## config.mk

```make
export PLATFORM = sky130hd
export DESIGN_NAME = id_set_table_unit
export DESIGN_NICKNAME = d
export VERILOG_FILES = /design/src/idst_pkg.sv /design/src/id_set_table_unit.sv /design/src/idst_ctrl.sv /design/src/idst_dp.sv
export SDC_FILE = /design/constraint.sdc
export NUM_CORES = 1
export LEC_CHECK = 0
export CORE_MARGIN = 5
export CORE_UTILIZATION = 57
export DETAILED_ROUTE_END_ITERATION = 10
export DONT_BUFFER_PORTS = 1
export PLACE_DENSITY_LB_ADDON = 0.1
export REMOVE_ABC_BUFFERS = 1
export SYNTH_ARGS = -nofsm -noshare
export SYNTH_HDL_FRONTEND = slang
export SYNTH_SLANG_ARGS = --single-unit
```

## constraint.sdc

```tcl
create_clock -name clk_i -period 10.2 [get_ports clk_i]
set_clock_uncertainty 0.1 [all_clocks]
set_input_delay 2.04 -clock clk_i [delete_from_list [all_inputs] [get_ports clk_i]]
set_output_delay 2.04 -clock clk_i [all_outputs]
set_load 0.01 [all_outputs]
```

## src/idst_pkg.sv

```systemverilog
// ----------------------------------------------------------------------------
// idst_pkg: shared definitions for the id set table
// Command codes, field widths, defaults and the control/status bundles
// between the controller and the datapath.
// ----------------------------------------------------------------------------
package idst_pkg;

  // field widths fixed by the interface
  localparam int unsigned CMD_W   = 2;
  localparam int unsigned ID_W    = 32;
  localparam int unsigned COUNT_W = 5;

  // default table capacity
  localparam int unsigned SLOTS_DEF = 16;

  // command codes
  localparam logic [CMD_W-1:0] CMD_ADD  = 2'd0;
  localparam logic [CMD_W-1:0] CMD_DEL  = 2'd1;
  localparam logic [CMD_W-1:0] CMD_FIND = 2'd2;

  // reset value of the reserved id register
  localparam logic [ID_W-1:0] MARKER_RST = 32'hFFFF_FFFF;

  // controller -> datapath commands
  typedef struct packed {
    logic load;     // capture a new request, restart the scan
    logic scan_en;  // walk the slots
    logic out_load; // move the result into the output register
  } ctrl_t;

  // datapath -> controller status
  typedef struct packed {
    logic reject;    // incoming request is invalid (bad code or reserved id)
    logic scan_done; // scan found its slot or ran past the last one
    logic out_free;  // output register can take a result this cycle
  } stat_t;

endpackage

```

## src/id_set_table_unit.sv

```systemverilog
// ----------------------------------------------------------------------------
// id_set_table_unit: fixed-capacity set of 32-bit identifiers
// Add, delete and find requests against SLOTS slots, one result per request.
// ----------------------------------------------------------------------------
//   channel   handshake                 payload
//   input     in_valid_i / in_stall_o   cmd_i, id_i
//   result    out_valid_o / out_stall_i status_o, found_o, count_o
//   register  cfg_we_i                  cfg_wdata_i (reserved id)
//
// The slot scan reads one slot of the slot memory per cycle through its
// single read port and stops at the first slot that qualifies. A request
// with a bad code or the reserved id skips the scan. After reset all slots
// are empty (valid bits clear), no clearing pass. A new request is taken
// while the previous result still waits in the output register; a stalled
// result holds the sequencer in its final step only.
// ----------------------------------------------------------------------------
module id_set_table_unit #(
  parameter int unsigned SLOTS = idst_pkg::SLOTS_DEF
) (
  input  logic                          clk_i,
  input  logic                          rst_ni,
  input  logic                          in_valid_i,
  output logic                          in_stall_o,
  input  logic [idst_pkg::CMD_W-1:0]    cmd_i,
  input  logic [idst_pkg::ID_W-1:0]     id_i,
  output logic                          out_valid_o,
  input  logic                          out_stall_i,
  output logic                          status_o,
  output logic                          found_o,
  output logic [idst_pkg::COUNT_W-1:0]  count_o,
  input  logic                          cfg_we_i,
  input  logic [idst_pkg::ID_W-1:0]     cfg_wdata_i
);

  idst_pkg::ctrl_t ctrl;
  idst_pkg::stat_t stat;

  // sequencer
  idst_ctrl u_ctrl (
    .clk_i      (clk_i),
    .rst_ni     (rst_ni),
    .in_valid_i (in_valid_i),
    .in_stall_o (in_stall_o),
    .stat_i     (stat),
    .ctrl_o     (ctrl)
  );

  // slot store and scan
  idst_dp #(
    .SLOTS (SLOTS)
  ) u_dp (
    .clk_i       (clk_i),
    .rst_ni      (rst_ni),
    .cmd_i       (cmd_i),
    .id_i        (id_i),
    .cfg_we_i    (cfg_we_i),
    .cfg_wdata_i (cfg_wdata_i),
    .out_valid_o (out_valid_o),
    .out_stall_i (out_stall_i),
    .status_o    (status_o),
    .found_o     (found_o),
    .count_o     (count_o),
    .ctrl_i      (ctrl),
    .stat_o      (stat)
  );

endmodule

```

## src/idst_ctrl.sv

```systemverilog
// ----------------------------------------------------------------------------
// idst_ctrl: request sequencer for the id set table
// Takes one request at a time, runs the slot scan and hands the result
// to the output register.
// ----------------------------------------------------------------------------
module idst_ctrl (
  input  logic            clk_i,
  input  logic            rst_ni,
  input  logic            in_valid_i,
  output logic            in_stall_o,
  input  idst_pkg::stat_t stat_i,
  output idst_pkg::ctrl_t ctrl_o
);

  localparam logic [1:0] ST_IDLE = 2'd0;
  localparam logic [1:0] ST_SCAN = 2'd1;
  localparam logic [1:0] ST_DONE = 2'd2;

  logic [1:0] state_q, state_d;
  logic       accept;

  assign in_stall_o = (state_q != ST_IDLE);
  assign accept     = in_valid_i && (state_q == ST_IDLE);

  // next state and commands
  always_comb begin
    state_d         = state_q;
    ctrl_o.load     = 1'b0;
    ctrl_o.scan_en  = 1'b0;
    ctrl_o.out_load = 1'b0;
    case (state_q)
      ST_IDLE: begin
        if (accept) begin
          ctrl_o.load = 1'b1;
          state_d     = stat_i.reject ? ST_DONE : ST_SCAN;
        end
      end
      ST_SCAN: begin
        ctrl_o.scan_en = 1'b1;
        if (stat_i.scan_done) begin
          state_d = ST_DONE;
        end
      end
      ST_DONE: begin
        if (stat_i.out_free) begin
          ctrl_o.out_load = 1'b1;
          state_d         = ST_IDLE;
        end
      end
      default: begin
        state_d = ST_IDLE;
      end
    endcase
  end

  // state register
  always_ff @(posedge clk_i or negedge rst_ni) begin
    if (!rst_ni) begin
      state_q <= ST_IDLE;
    end else begin
      state_q <= state_d;
    end
  end

`ifndef NO_ASSERTIONS
  // an accepted request always leaves idle
  a_accept_busy: assert property (@(posedge clk_i) disable iff (!rst_ni)
    accept |=> (state_q != ST_IDLE))
    else $error("controller stayed idle after a transfer");

  // a result handed to a free output register returns the sequencer to idle
  a_done_idle: assert property (@(posedge clk_i) disable iff (!rst_ni)
    (state_q == ST_DONE && stat_i.out_free) |=> (state_q == ST_IDLE))
    else $error("controller did not return to idle after result");
`endif

endmodule

```

## src/idst_dp.sv

```systemverilog
// ----------------------------------------------------------------------------
// idst_dp: datapath of the id set table
// Slot memory with per-slot valid bits, one-slot-per-cycle scan, occupancy
// count, reserved id register and the output register.
// ----------------------------------------------------------------------------
module idst_dp #(
  parameter int unsigned SLOTS = idst_pkg::SLOTS_DEF
) (
  input  logic                          clk_i,
  input  logic                          rst_ni,
  // request fields
  input  logic [idst_pkg::CMD_W-1:0]    cmd_i,
  input  logic [idst_pkg::ID_W-1:0]     id_i,
  // register write
  input  logic                          cfg_we_i,
  input  logic [idst_pkg::ID_W-1:0]     cfg_wdata_i,
  // result channel
  output logic                          out_valid_o,
  input  logic                          out_stall_i,
  output logic                          status_o,
  output logic                          found_o,
  output logic [idst_pkg::COUNT_W-1:0]  count_o,
  // controller link
  input  idst_pkg::ctrl_t               ctrl_i,
  output idst_pkg::stat_t               stat_o
);

  localparam int unsigned IW = (SLOTS > 1) ? $clog2(SLOTS) : 1;
  localparam int unsigned CW = $clog2(SLOTS + 1);
  localparam logic [IW-1:0] LAST_IDX = IW'(SLOTS - 1);
  localparam logic [CW-1:0] FULL_CNT = CW'(SLOTS);

  // slot storage
  logic [idst_pkg::ID_W-1:0]  mem [SLOTS];
  logic [SLOTS-1:0]           valid_q;
  logic [CW-1:0]              count_q;
  logic [idst_pkg::ID_W-1:0]  marker_q;

  // request registers
  logic [idst_pkg::CMD_W-1:0] cmd_q;
  logic [idst_pkg::ID_W-1:0]  id_q;

  // scan pipeline
  logic [IW-1:0]              rd_idx_q;
  logic                       rd_go_q;
  logic                       cmp_vld_q;
  logic [IW-1:0]              cmp_idx_q;
  logic [idst_pkg::ID_W-1:0]  rdata_q;
  logic                       rd_en;
  logic                       hit;
  logic                       scan_end;
  logic                       commit;

  // result and output registers
  logic                       res_status_q;
  logic                       res_found_q;
  logic                       out_valid_q;
  logic                       out_status_q;
  logic                       out_found_q;
  logic [idst_pkg::COUNT_W-1:0] out_count_q;

  // reserved id register
  always_ff @(posedge clk_i or negedge rst_ni) begin
    if (!rst_ni) begin
      marker_q <= idst_pkg::MARKER_RST;
    end else if (cfg_we_i) begin
      marker_q <= cfg_wdata_i;
    end
  end

  // capture request
  always_ff @(posedge clk_i) begin
    if (ctrl_i.load) begin
      cmd_q <= cmd_i;
      id_q  <= id_i;
    end
  end

  // read side of the scan: one slot address per cycle
  assign rd_en = ctrl_i.scan_en && rd_go_q;

  always_ff @(posedge clk_i or negedge rst_ni) begin
    if (!rst_ni) begin
      rd_idx_q  <= '0;
      rd_go_q   <= 1'b0;
      cmp_vld_q <= 1'b0;
    end else if (ctrl_i.load) begin
      rd_idx_q  <= '0;
      rd_go_q   <= 1'b1;
      cmp_vld_q <= 1'b0;
    end else begin
      cmp_vld_q <= rd_en;
      if (rd_en) begin
        if (rd_idx_q == LAST_IDX) begin
          rd_go_q <= 1'b0;
        end else begin
          rd_idx_q <= rd_idx_q + 1'b1;
        end
      end
    end
  end

  always_ff @(posedge clk_i) begin
    if (rd_en) begin
      rdata_q   <= mem[rd_idx_q];
      cmp_idx_q <= rd_idx_q;
    end
  end

  // compare stage: add looks for a free slot, delete and find for a match
  always_comb begin
    if (cmd_q == idst_pkg::CMD_ADD) begin
      hit = cmp_vld_q && !valid_q[cmp_idx_q];
    end else begin
      hit = cmp_vld_q && valid_q[cmp_idx_q] && (rdata_q == id_q);
    end
  end

  assign scan_end = ctrl_i.scan_en && cmp_vld_q && (hit || (cmp_idx_q == LAST_IDX));
  assign commit   = ctrl_i.scan_en && hit && (cmd_q != idst_pkg::CMD_FIND);

  // slot memory write on add or delete
  always_ff @(posedge clk_i) begin
    if (commit) begin
      mem[cmp_idx_q] <= (cmd_q == idst_pkg::CMD_ADD) ? id_q : marker_q;
    end
  end

  // valid bits and occupancy
  always_ff @(posedge clk_i or negedge rst_ni) begin
    if (!rst_ni) begin
      valid_q <= '0;
      count_q <= '0;
    end else if (commit) begin
      if (cmd_q == idst_pkg::CMD_ADD) begin
        valid_q[cmp_idx_q] <= 1'b1;
        count_q            <= count_q + 1'b1;
      end else begin
        valid_q[cmp_idx_q] <= 1'b0;
        count_q            <= count_q - 1'b1;
      end
    end
  end

  // pending result
  always_ff @(posedge clk_i) begin
    if (ctrl_i.load) begin
      res_status_q <= 1'b1;
      res_found_q  <= 1'b0;
    end else if (scan_end) begin
      res_status_q <= (cmd_q != idst_pkg::CMD_FIND) && !hit;
      res_found_q  <= (cmd_q == idst_pkg::CMD_FIND) && hit;
    end
  end

  // output register
  always_ff @(posedge clk_i or negedge rst_ni) begin
    if (!rst_ni) begin
      out_valid_q <= 1'b0;
    end else if (ctrl_i.out_load) begin
      out_valid_q <= 1'b1;
    end else if (!out_stall_i) begin
      out_valid_q <= 1'b0;
    end
  end

  always_ff @(posedge clk_i) begin
    if (ctrl_i.out_load) begin
      out_status_q <= res_status_q;
      out_found_q  <= res_found_q;
      out_count_q  <= idst_pkg::COUNT_W'(count_q);
    end
  end

  assign out_valid_o = out_valid_q;
  assign status_o    = out_status_q;
  assign found_o     = out_found_q;
  assign count_o     = out_count_q;

  // status to the controller
  assign stat_o.reject    = (cmd_i != idst_pkg::CMD_ADD) && (cmd_i != idst_pkg::CMD_DEL) &&
                            (cmd_i != idst_pkg::CMD_FIND) || (id_i == marker_q);
  assign stat_o.scan_done = scan_end;
  assign stat_o.out_free  = !out_valid_q || !out_stall_i;

`ifndef NO_ASSERTIONS
  // occupancy always matches the valid bits
  a_count_valid: assert property (@(posedge clk_i) disable iff (!rst_ni)
    ($countones(valid_q) == int'(count_q)))
    else $error("occupancy count out of step with valid bits");

  // an add only ever lands when the table has room
  a_add_room: assert property (@(posedge clk_i) disable iff (!rst_ni)
    (commit && cmd_q == idst_pkg::CMD_ADD) |-> (count_q != FULL_CNT))
    else $error("add committed into a full table");
`endif

endmodule

```

# Yosys cells after proc, flatten, opt, wreduce, memory -nomap -nowiden
# Memories as Yosys holds them, arrays and structs flattened. A register that Yosys moved wholly into a read port is not among the register bits.
# Index checks and enable logic that the tools add are counted.
[word_totals]
regBits = 109
mem_bits_rw = 512
in_bits = 71
memories = 1
[mem_list]
columns = ["memory", "depth", "width", "rd", "rd_clocked_by_memory_dff", "wr", "line", "text"]
rows = [
  ["u_dp.mem", 16, 32, 1, 1, 1, "idst_dp.sv:34", "logic [idst_pkg::ID_W-1:0] mem [SLOTS];"],
]
[op_classes]
n_addsub = 3
n_lt_le_gt_ge = 2
eq_ne = 15
n_mux = 29
bitwise = 3
n_reduce_logical = 30
[ops]
columns = ["op", "count"]
rows = [
  ["32-bit == test", 2],
  ["32-bit two-way mux", 1],
  ["16-bit AND", 1],
  ["1-bit two-way mux", 16],
  ["16-bit two-way mux", 1],
  ["16-bit NOT", 1],
  ["16-bit OR", 1],
  ["1-bit logical AND", 14],
  ["4-bit two-way mux", 3],
  ["4-bit == test (second input constant)", 2],
  ["2-bit two-way mux", 4],
  ["2-bit by 1-bit != test with 1-bit output (second input constant)", 4],
  ["2-bit != test (second input constant)", 4],
  ["2-bit nonzero test", 4],
  ["2-bit one-hot mux with 3 select lines", 1],
  ["5-bit by 1-bit adder with 5-bit output (second input constant)", 1],
  ["4-bit by 5-bit < comparator with 1-bit output (second input constant)", 1],
  ["5-bit two-way mux", 1],
  ["5-bit by 1-bit subtractor with 5-bit output (second input constant)", 1],
  ["4-bit by 1-bit adder with 4-bit output (second input constant)", 1],
  ["1-bit binary-select mux with 4-bit select", 1],
  ["1-bit demux with 4-bit select", 1],
  ["2-bit == test (second input constant)", 2],
  ["4-bit by 1-bit greater-or-equal comparator with 1-bit output (second input constant)", 1],
  ["other kinds (6)", 13],
]

# Logic depth before layout (Yosys ltp)
# Gate-level depths: netlist (run 1).
[depth]
word_depth = 9
ltp_mapped = 9
depth_no_buf = 8

# Cells and area by module
# From an unflattened synthesis (run 1), not the netlist that was laid out.
[hier_totals]
hier_cells = 1284
hier_area_um2 = 25772.2
[modules_own_cells]
columns = ["mod", "instances", "cells_each", "area_per_inst_um2", "seq_area_each_um2"]
rows = [
  ["idst_dp", 1, 1270, 25645.8, 19268.5],
  ["idst_ctrl", 1, 14, 126.4, 50.0],
]

# Worst setup path before layout (run 1)
# No wires, ideal clock.
[synth_path]
kind = "flip-flop to flip-flop"
startpoint = "reg u_dp.cmp_idx_q[0]"
endpoint = "mem u_dp.mem[15][0] (netlist bit) (enable)"
setup_ps = 461
arrival_ps = 4206
required_ps = 9639
slack_ps = 5432
path_stages_with_launch = 9
cell_sequence = "edfxtp_1 > buf_6 > mux4_1 > nand2_1 > and4_4 > or4_4 > and2_1 > buf_2 > nor3_1"
[synth_via]
elab_chain_cells = 9
elab_cells_between_ends = 11
[synth_rtl]
columns = ["item", "line", "text"]
rows = [
  ["from (decl)", "idst_dp.sv:47", "logic [IW-1:0] cmp_idx_q;"],
  ["from (signal assigned)", "idst_dp.sv:106", "cmp_idx_q <= rd_idx_q;"],
  ["1-bit binary-select mux with 4-bit select", "idst_dp.sv:113, idst_dp.sv:115", ""],
  ["1-bit two-way mux (implied by the code)", "idst_dp.sv:113, idst_dp.sv:115", ""],
  ["1-bit logical AND or 1-bit logical NOT (tied branches)", "idst_dp.sv:115, idst_dp.sv:113", ""],
  ["1-bit logical AND (on tied branches)", "idst_dp.sv:115, idst_dp.sv:113", ""],
  ["1-bit two-way mux", "idst_dp.sv:112", "if (cmd_q == idst_pkg::CMD_ADD) begin"],
  ["1-bit logical AND (2 in series)", "idst_dp.sv:120", "assign commit = ctrl_i.scan_en && hit && (cmd_q != idst_pkg::CMD_FIND);"],
  ["1-bit two-way mux", "idst_dp.sv:124", "if (commit) begin"],
  ["1-bit two-way mux", "idst_dp.sv:125", "mem[cmp_idx_q] <= (cmd_q == idst_pkg::CMD_ADD) ? id_q : marker_q;"],
  ["to (decl)", "idst_dp.sv:34", ""],
]
# Several ways; a longest one is shown, not always the timed one. The select of a mux whose other input is x is not followed.

# Worst setup path in the final report (run 1)
[layout_path]
startpoint = "reg u_dp.id_q[3] (netlist bit)"
endpoint = "mem u_dp.mem[2][12] (netlist bit) (enable)"
[layout_via]
elab_chain_cells = 7
[layout_rtl]
columns = ["item", "line", "text"]
rows = [
  ["from (decl)", "idst_dp.sv:41", "logic [idst_pkg::ID_W-1:0] id_q;"],
  ["from (signal assigned)", "idst_dp.sv:75", "id_q <= id_i;"],
  ["32-bit == test", "idst_dp.sv:115", "hit = cmp_vld_q && valid_q[cmp_idx_q] && (rdata_q == id_q);"],
  ["1-bit logical AND", "idst_dp.sv:115", ""],
  ["1-bit two-way mux", "idst_dp.sv:112", ""],
  ["1-bit logical AND (2 in series)", "idst_dp.sv:120", ""],
  ["1-bit two-way mux", "idst_dp.sv:124", ""],
  ["1-bit two-way mux", "idst_dp.sv:125", ""],
]
# No other way between the ends.

==> results.yml, run 1 <==
run_status:
  outcome: "completed"
synthesis:
  yosys-top-cells-count: "edfxtp_1, mux4_2, mux2_2, xnor2_1, o21ai_0"
  synth_top_area_share_pct: 69.2
  synth-seq-cells: 653
  ys_seq_area_share_pct: 75.6
  ys.flop_type: "edfxtp_1"
  synth_edf_count: 589
  synthTopCellsByArea: "edfxtp_1, mux4_2, dfstp_2"
  ys_warn_count: 0
  synth_area_per_cell_sq_um: 21.8
  async_reset_ff_share_pct: 9.49
  synth.most_common_cell: "edfxtp_1"
  syn_area_sq_um: 25500
  ys_types: 45
  post-synth-top-area-cell: "edfxtp_1"
  netlist_instances: 1172
die:
  start_util_pct: 57.6
  die_h_um: 222
  die_width_um: 222
  dieArea_sq_um: 49200
  num_rows: 77
  ios: 80
  coreArea_sq_um: 44300
sta:
  rsz0062_at_grt: "false"
  fin_crit_ps: 4640
  slew_headroom_pct: 24.8
  fin_setup_tns_ps: 0
  timing.final.crit_share_pct: 45.5
  worst_slew_pin_slew_ps: 1130
  setup_viol: 0
  drv_slew: 0
  hold_slack_ps: 388
  fmax_mhz: 215
  hold_violations: 0
placed_design:
  place_congestion: 0.849
  hpwlAfterDp_um: 33400
  port_buffers: 0
hold_path:
  hp-class: "flip-flop to flip-flop"
critical_path:
  crit_path_start_kind: "flip-flop"
  crit_arrival_ps: 4790
  critical_path_required_ps: 10350
  cp_slowest_cell: "or4_4"
  crit_chain: "xor2_1 > nor4_1 > nand4_1 > or4_4 > and2_1 > buf_4 > nor2_4 > buf_4"
  slowest_delay_ps: 730
  cp_common_cell: "buf_4"
  worst_setup_path_end_kind: "flip-flop"
  worst-path-max-fanout: 20
  crit_type: "flip-flop to flip-flop"
cts:
  cts_made_buffers: 67
  cts_setup_buffers: 0
  cts_resized: 0
  cts_root_buf: "clkbuf_16"
  cts_hold_buf: 0
  cts_sinks: 653
  cts_tree: "yes"
  insertion_delay_ps: 590
  cts.clk_slew.worst_paths_ps: 60
  clockBufferDepth: 3
  htree_levels: 3
global_routing:
  overflow: 0
  grt_pass1_wl_um: 84200
  use_met1_pct: 34.5
  grt_pass1_vias: 12200
  top_usage_layer: "met2"
  grt_use_total_pct: 23.5
  grt_max_degree: 71
  use_met3_pct: 4.96
  grt_util_met2_pct: 37.4
  antenna_found_initial: 0
power_and_ir_drop:
  switchingPower_mw: 2.03
  irDropWorstVdd_uv: 184
  p_seq_share_pct: 46.6
  power_leakage_nw: 9.03
  p_int_mw: 5.57
  power_density_nw_per_um2: 265
  sw_frac_of_total_pct: 26.7
  combinationalPowerShare_pct: 21.0
  p_clk_share_pct: 32.4
route:
  drtAntennaViolNets: 0
  route.detailed.drc: 0
  vias: 12000
  drt-wirelength-per-cell_um: 30.9
  vias_per_cell: 6.44
  routed_wl_um: 57400
  drt_iter0_markers: 1196
  dr.pass1.iters: 5
cells_and_area:
  nets: 1290
  drive_gt1_share_pct: 32.5
  area_growth_pct: 12.1
  diodes: 0
run:
  cap_violations: 0
## power by group through the flow
stage	logic (mW)	clock network (mW)	registers [mW]
after floorplan	1.18	0	3.64
after global placement	1.60	0	3.59
after detailed placement	1.62	0	3.60
after CTS	1.62	2.50	3.55
after global routing	1.71	2.63	3.57
final	1.60	2.46	3.54
## metrics by stage
step	util [%]	cell area (sq um)	worst slack, ps	instances	total power, mW
floorplan	-	25300	3710	1120	4.83
global placement	59.6	26400	5650	1737	5.19
detailed placement	59.6	26400	5540	1737	5.21
CTS	64.6	28600	5530	1858	7.67
global route	64.6	28600	5470	1858	7.91
finish	64.6	28600	5560	1858	7.60
## cells by family after synthesis
logic type                 share of synthesized area, %
muxes                                              17.5
buffers and inverters                             0.926
xor gates and xnor gates                           2.43
DFF                                                75.6
AOI/OAI and AO/OA                                  1.19
and+or+nand+nor                                    2.03
adders and majority gates                         0.274
## worst max-delay path, delay by kind of cell (launching register included)
kind | cells | cell delay (ps)
and+or+nand+nor | 5 | 2810
buffers and inverters | 2 | 770
DFF | 1 | 410
xor gates and xnor gates | 1 | 190
## cells in the final DEF, fill, tap and decap left out, types with 4 or more instances in the layout
cell type	synthesis	routed
a21oi_1	6	6
buf_4	0	25
bufinv_16	0	6
clkbuf_1	30	19
clkbuf_16	0	71
clkbuf_8	0	10
clkinv_1	0	5
clkinv_2	0	8
dfrtp_1	30	26
dfstp_2	32	32
edfxtp_1	589	589
ha_1	4	4
inv_1	4	4
mux2_2	67	67
mux4_2	162	162
nand2_1	20	20
nand3_1	8	8
nand4_1	17	17
nor2_1	28	11
nor2_4	0	17
nor4_1	9	9
o21ai_0	35	35
xnor2_1	37	37
xor2_1	34	34
## routing by layer
metal	part of all wire, %	vias up	routed length, um
li1	-	4943	-
met2	49	434	28300
met4	2.1	0	1190
met3	7.0	77	4050
met5	0	-	0
met1	42	6520	23900
## sequential cells by signal, indices dropped and copies added, names as in the netlist, 2 cells and up, named ones only
| name | flops |
|---|---|
| u_dp.rd_idx_q | 4 |
| u_dp.cmd_q | 2 |
| u_dp.mem | 512 |
| u_dp.id_q | 32 |
| u_dp.rdata_q | 32 |
| u_dp.count_q | 5 |
| u_dp.cmp_idx_q | 4 |
| u_ctrl.state_q | 2 |
| u_dp.count_o | 5 |
| u_dp.marker_q | 32 |
## worst paths after layout
path	cells past startpoint	to	from	slack, ps
setup / recovery	8	u_dp.mem[2][12]	u_dp.id_q[3]	5560
hold / removal	0	u_dp.status_o	u_dp.res_status_q	390
setup reg to reg	8	u_dp.mem[2][12]	u_dp.id_q[3]	5560
hold reg to reg	0	u_dp.status_o	u_dp.res_status_q	390
max in group asynchronous	0	u_dp.marker_q[1]	rst_ni	8740
min in group asynchronous	0	u_dp.rd_go_q	rst_ni	1050
## cell type report
class / count / area [sq um]
Multi-Input combinational cell: 463 / 6120
Tap cell: 592 / 741
Clock inverter: 21 / 255
Fill cell: 2939 / 15700
Clock buffer: 100 / 1990
Timing Repair Buffer: 25 / 188
Inverter: 4 / 15.0
Sequential cell: 653 / 19300
No activity file was read; power rests on OpenSTA's default activity.
==> inputs of run 2 (changes only) <==
==> constraint.sdc (replaced) <==
create_clock -name clk_i -period 4.77 [get_ports clk_i]
set_clock_uncertainty 0.1 [all_clocks]
set_input_delay 0.954 -clock clk_i [delete_from_list [all_inputs] [get_ports clk_i]]
set_output_delay 0.954 -clock clk_i [all_outputs]
set_load 0.01 [all_outputs]
==> run 2 against run 1 <==
  * Hold slack got worse by 280 ps
  * Power rose by 110%
  * Worst setup slack got worse by 4700 ps
  * Largest power group unchanged
==> results.yml, run 2 (synthesized netlist as in run 1, its figures left out) <==
critical_path:
  crit_chain: "xor2_1 > nor4_1 > buf_4 > nand4_1 > or4_4 > and2_1 > nor2_4 > buf_12"
  crit_arrival_ps: 4120
  worst_setup_path_end_kind: "flip-flop"
  worst-path-max-fanout: 20
  critical_path_required_ps: 4960
  r2r_start: "u_dp.id_q[16]"
  reg2regPathDepth: 8
  r2r-end: "u_dp.mem[12][3]"
  cp_slowest_cell: "or4_4"
  crit_type: "flip-flop to flip-flop"
  crit_path_start_kind: "flip-flop"
  r2r_setup_slack_ps: 840
  slowest_delay_ps: 700
die:
  num_rows: 77
  die_width_um: 222
  ios: 80
  die_h_um: 222
  coreArea_sq_um: 44300
  start_util_pct: 57.6
  dieArea_sq_um: 49200
sta:
  drv_slew: 0
  hold_slack_ps: 107
  setup_viol: 0
  slew_headroom_pct: 27.8
  hold_violations: 0
  fmax_mhz: 254
  timing.final.crit_share_pct: 82.4
  fin_crit_ps: 3930
  worst_slew_pin_slew_ps: 1080
  setup_slack_ps: 838
  rsz0062_at_grt: "false"
route:
  drtAntennaViolNets: 0
  vias_per_cell: 6.31
  drt-wirelength-per-cell_um: 30.3
  routed_wl_um: 56700
  route.detailed.drc: 0
  dr.pass1.iters: 5
  drt_iter0_markers: 1192
  vias: 11800
global_routing:
  grt_pass1_wl_um: 83800
  overflow: 0
  grt_pass1_vias: 12200
  grt_use_total_pct: 23.5
  antenna_found_initial: 0
  grt_max_degree: 75
cells_and_area:
  area_growth_pct: 12.5
  nets: 1305
  largest_reg_flops: 512
  diodes: 0
  mostFrequentLayoutCell: "edfxtp_1"
  drive_gt1_share_pct: 32.4
  largest_register: "u_dp.mem"
  layout_common_cells: "edfxtp_1, mux4_2, clkbuf_16"
power_and_ir_drop:
  irDropWorstVdd_uv: 567
  power_density_nw_per_um2: 554
  power_mw: 15.9
  power_leakage_nw: 9.06
cts:
  clockBufferDepth: 3
  insertion_delay_ps: 590
  cts_root_buf: "clkbuf_16"
  cts_tree: "yes"
  cts.clk_slew.worst_paths_ps: 60
  cts_sinks: 653
  htree_levels: 3
  cts_made_buffers: 67
  cts_setup_buffers: 0
placed_design:
  port_buffers: 0
  dp_slack_ps: 879
  place_congestion: 0.796
  hpwlAfterDp_um: 33200
run_status:
  outcome: "completed"
hold_path:
  hp-class: "input port to async pin"
run:
  cap_violations: 0
==> run 2: cell count changes in the layout (fill, tap and decap cells not counted) <==
cell,before,now
clkbuf_1,19,32
inv_6,1,0
clkinvlp_4,1,0
buf_4,25,27
clkinv_2,8,4
clkinv_8,0,1
clkbuf_16,71,70
clkinv_1,5,3
clkbuf_8,10,11
buf_12,0,13
bufinv_16,6,0
==> run 2: routing by layer <==
| metal | part of all wire, % | track usage (%) | vias up |
|---|---|---|---|
| met4 | 2.4 | 6.24 | 0 |
| met5 | 0 | 0 | - |
| met2 | 49 | 36.8 | 437 |
| li1 | - | - | 4965 |
| met3 | 7.3 | 5.43 | 83 |
| met1 | 42 | 34.2 | 6337 |
==> run 2: per-stage QoR <==
stage / setup TNS (ps) / utilization [%] / std cells / cell area [sq um]
floorplan: -184890 / - / 1120 / 25300
global placement: 0 / 60.1 / 1751 / 26700
detailed placement: 0 / 60.1 / 1751 / 26700
CTS: 0 / 64.9 / 1873 / 28700
global route: 0 / 64.9 / 1873 / 28700
finish: 0 / 64.9 / 1873 / 28700
==> run 2: timing repair <==
item | in CTS | in global routing
gates resized for setup | 0 | 0
endpoints found under the hold margin | 30 | 0
hold buffers | 1 | 0
==> run 2: how the worst max path moves through the flow <==
stage | from | end | depth (start not counted)
after floorplan | u_dp.rd_idx_q[0] | u_dp.rd_idx_q[3] | 6
after detailed placement | u_dp.id_q[16] | u_dp.mem[12][12] | 8
after CTS | u_dp.id_q[16] | u_dp.mem[12][5] | 8
after global placement | u_dp.id_q[7] | u_dp.mem[12][13] | 8
after global routing | u_dp.id_q[16] | u_dp.mem[2][31] | 9
final | u_dp.id_q[16] | u_dp.mem[12][3] | 8
==> run 2: critical path: cells and delay by family (launching register included) <==
kind | cells | cell delay (ps)
xor+xnor | 1 | 180
flops | 1 | 400
buf+inv | 2 | 450
simple gates | 5 | 2490
==> run 2: area by class of cell <==
cell class,count,area (sq um)
repair buffers,40,463
multi-input cells,463,6120
fillers,2941,15600
clock buffers,113,2020
flip-flops and latches,653,19300
well taps,592,741
inverters,4,15.0
clock inverters,8,47.5
==> run 2: where the power goes <==
| part | total [mW] | switching, mW | internal [mW] |
|---|---|---|---|
| clock | 4.91 | 2.03 | 2.88 |
| sequential | 7.53 | 0.481 | 7.05 |
| combinational | 3.50 | 1.79 | 1.71 |
| total | 15.9 | 4.30 | 11.6 |
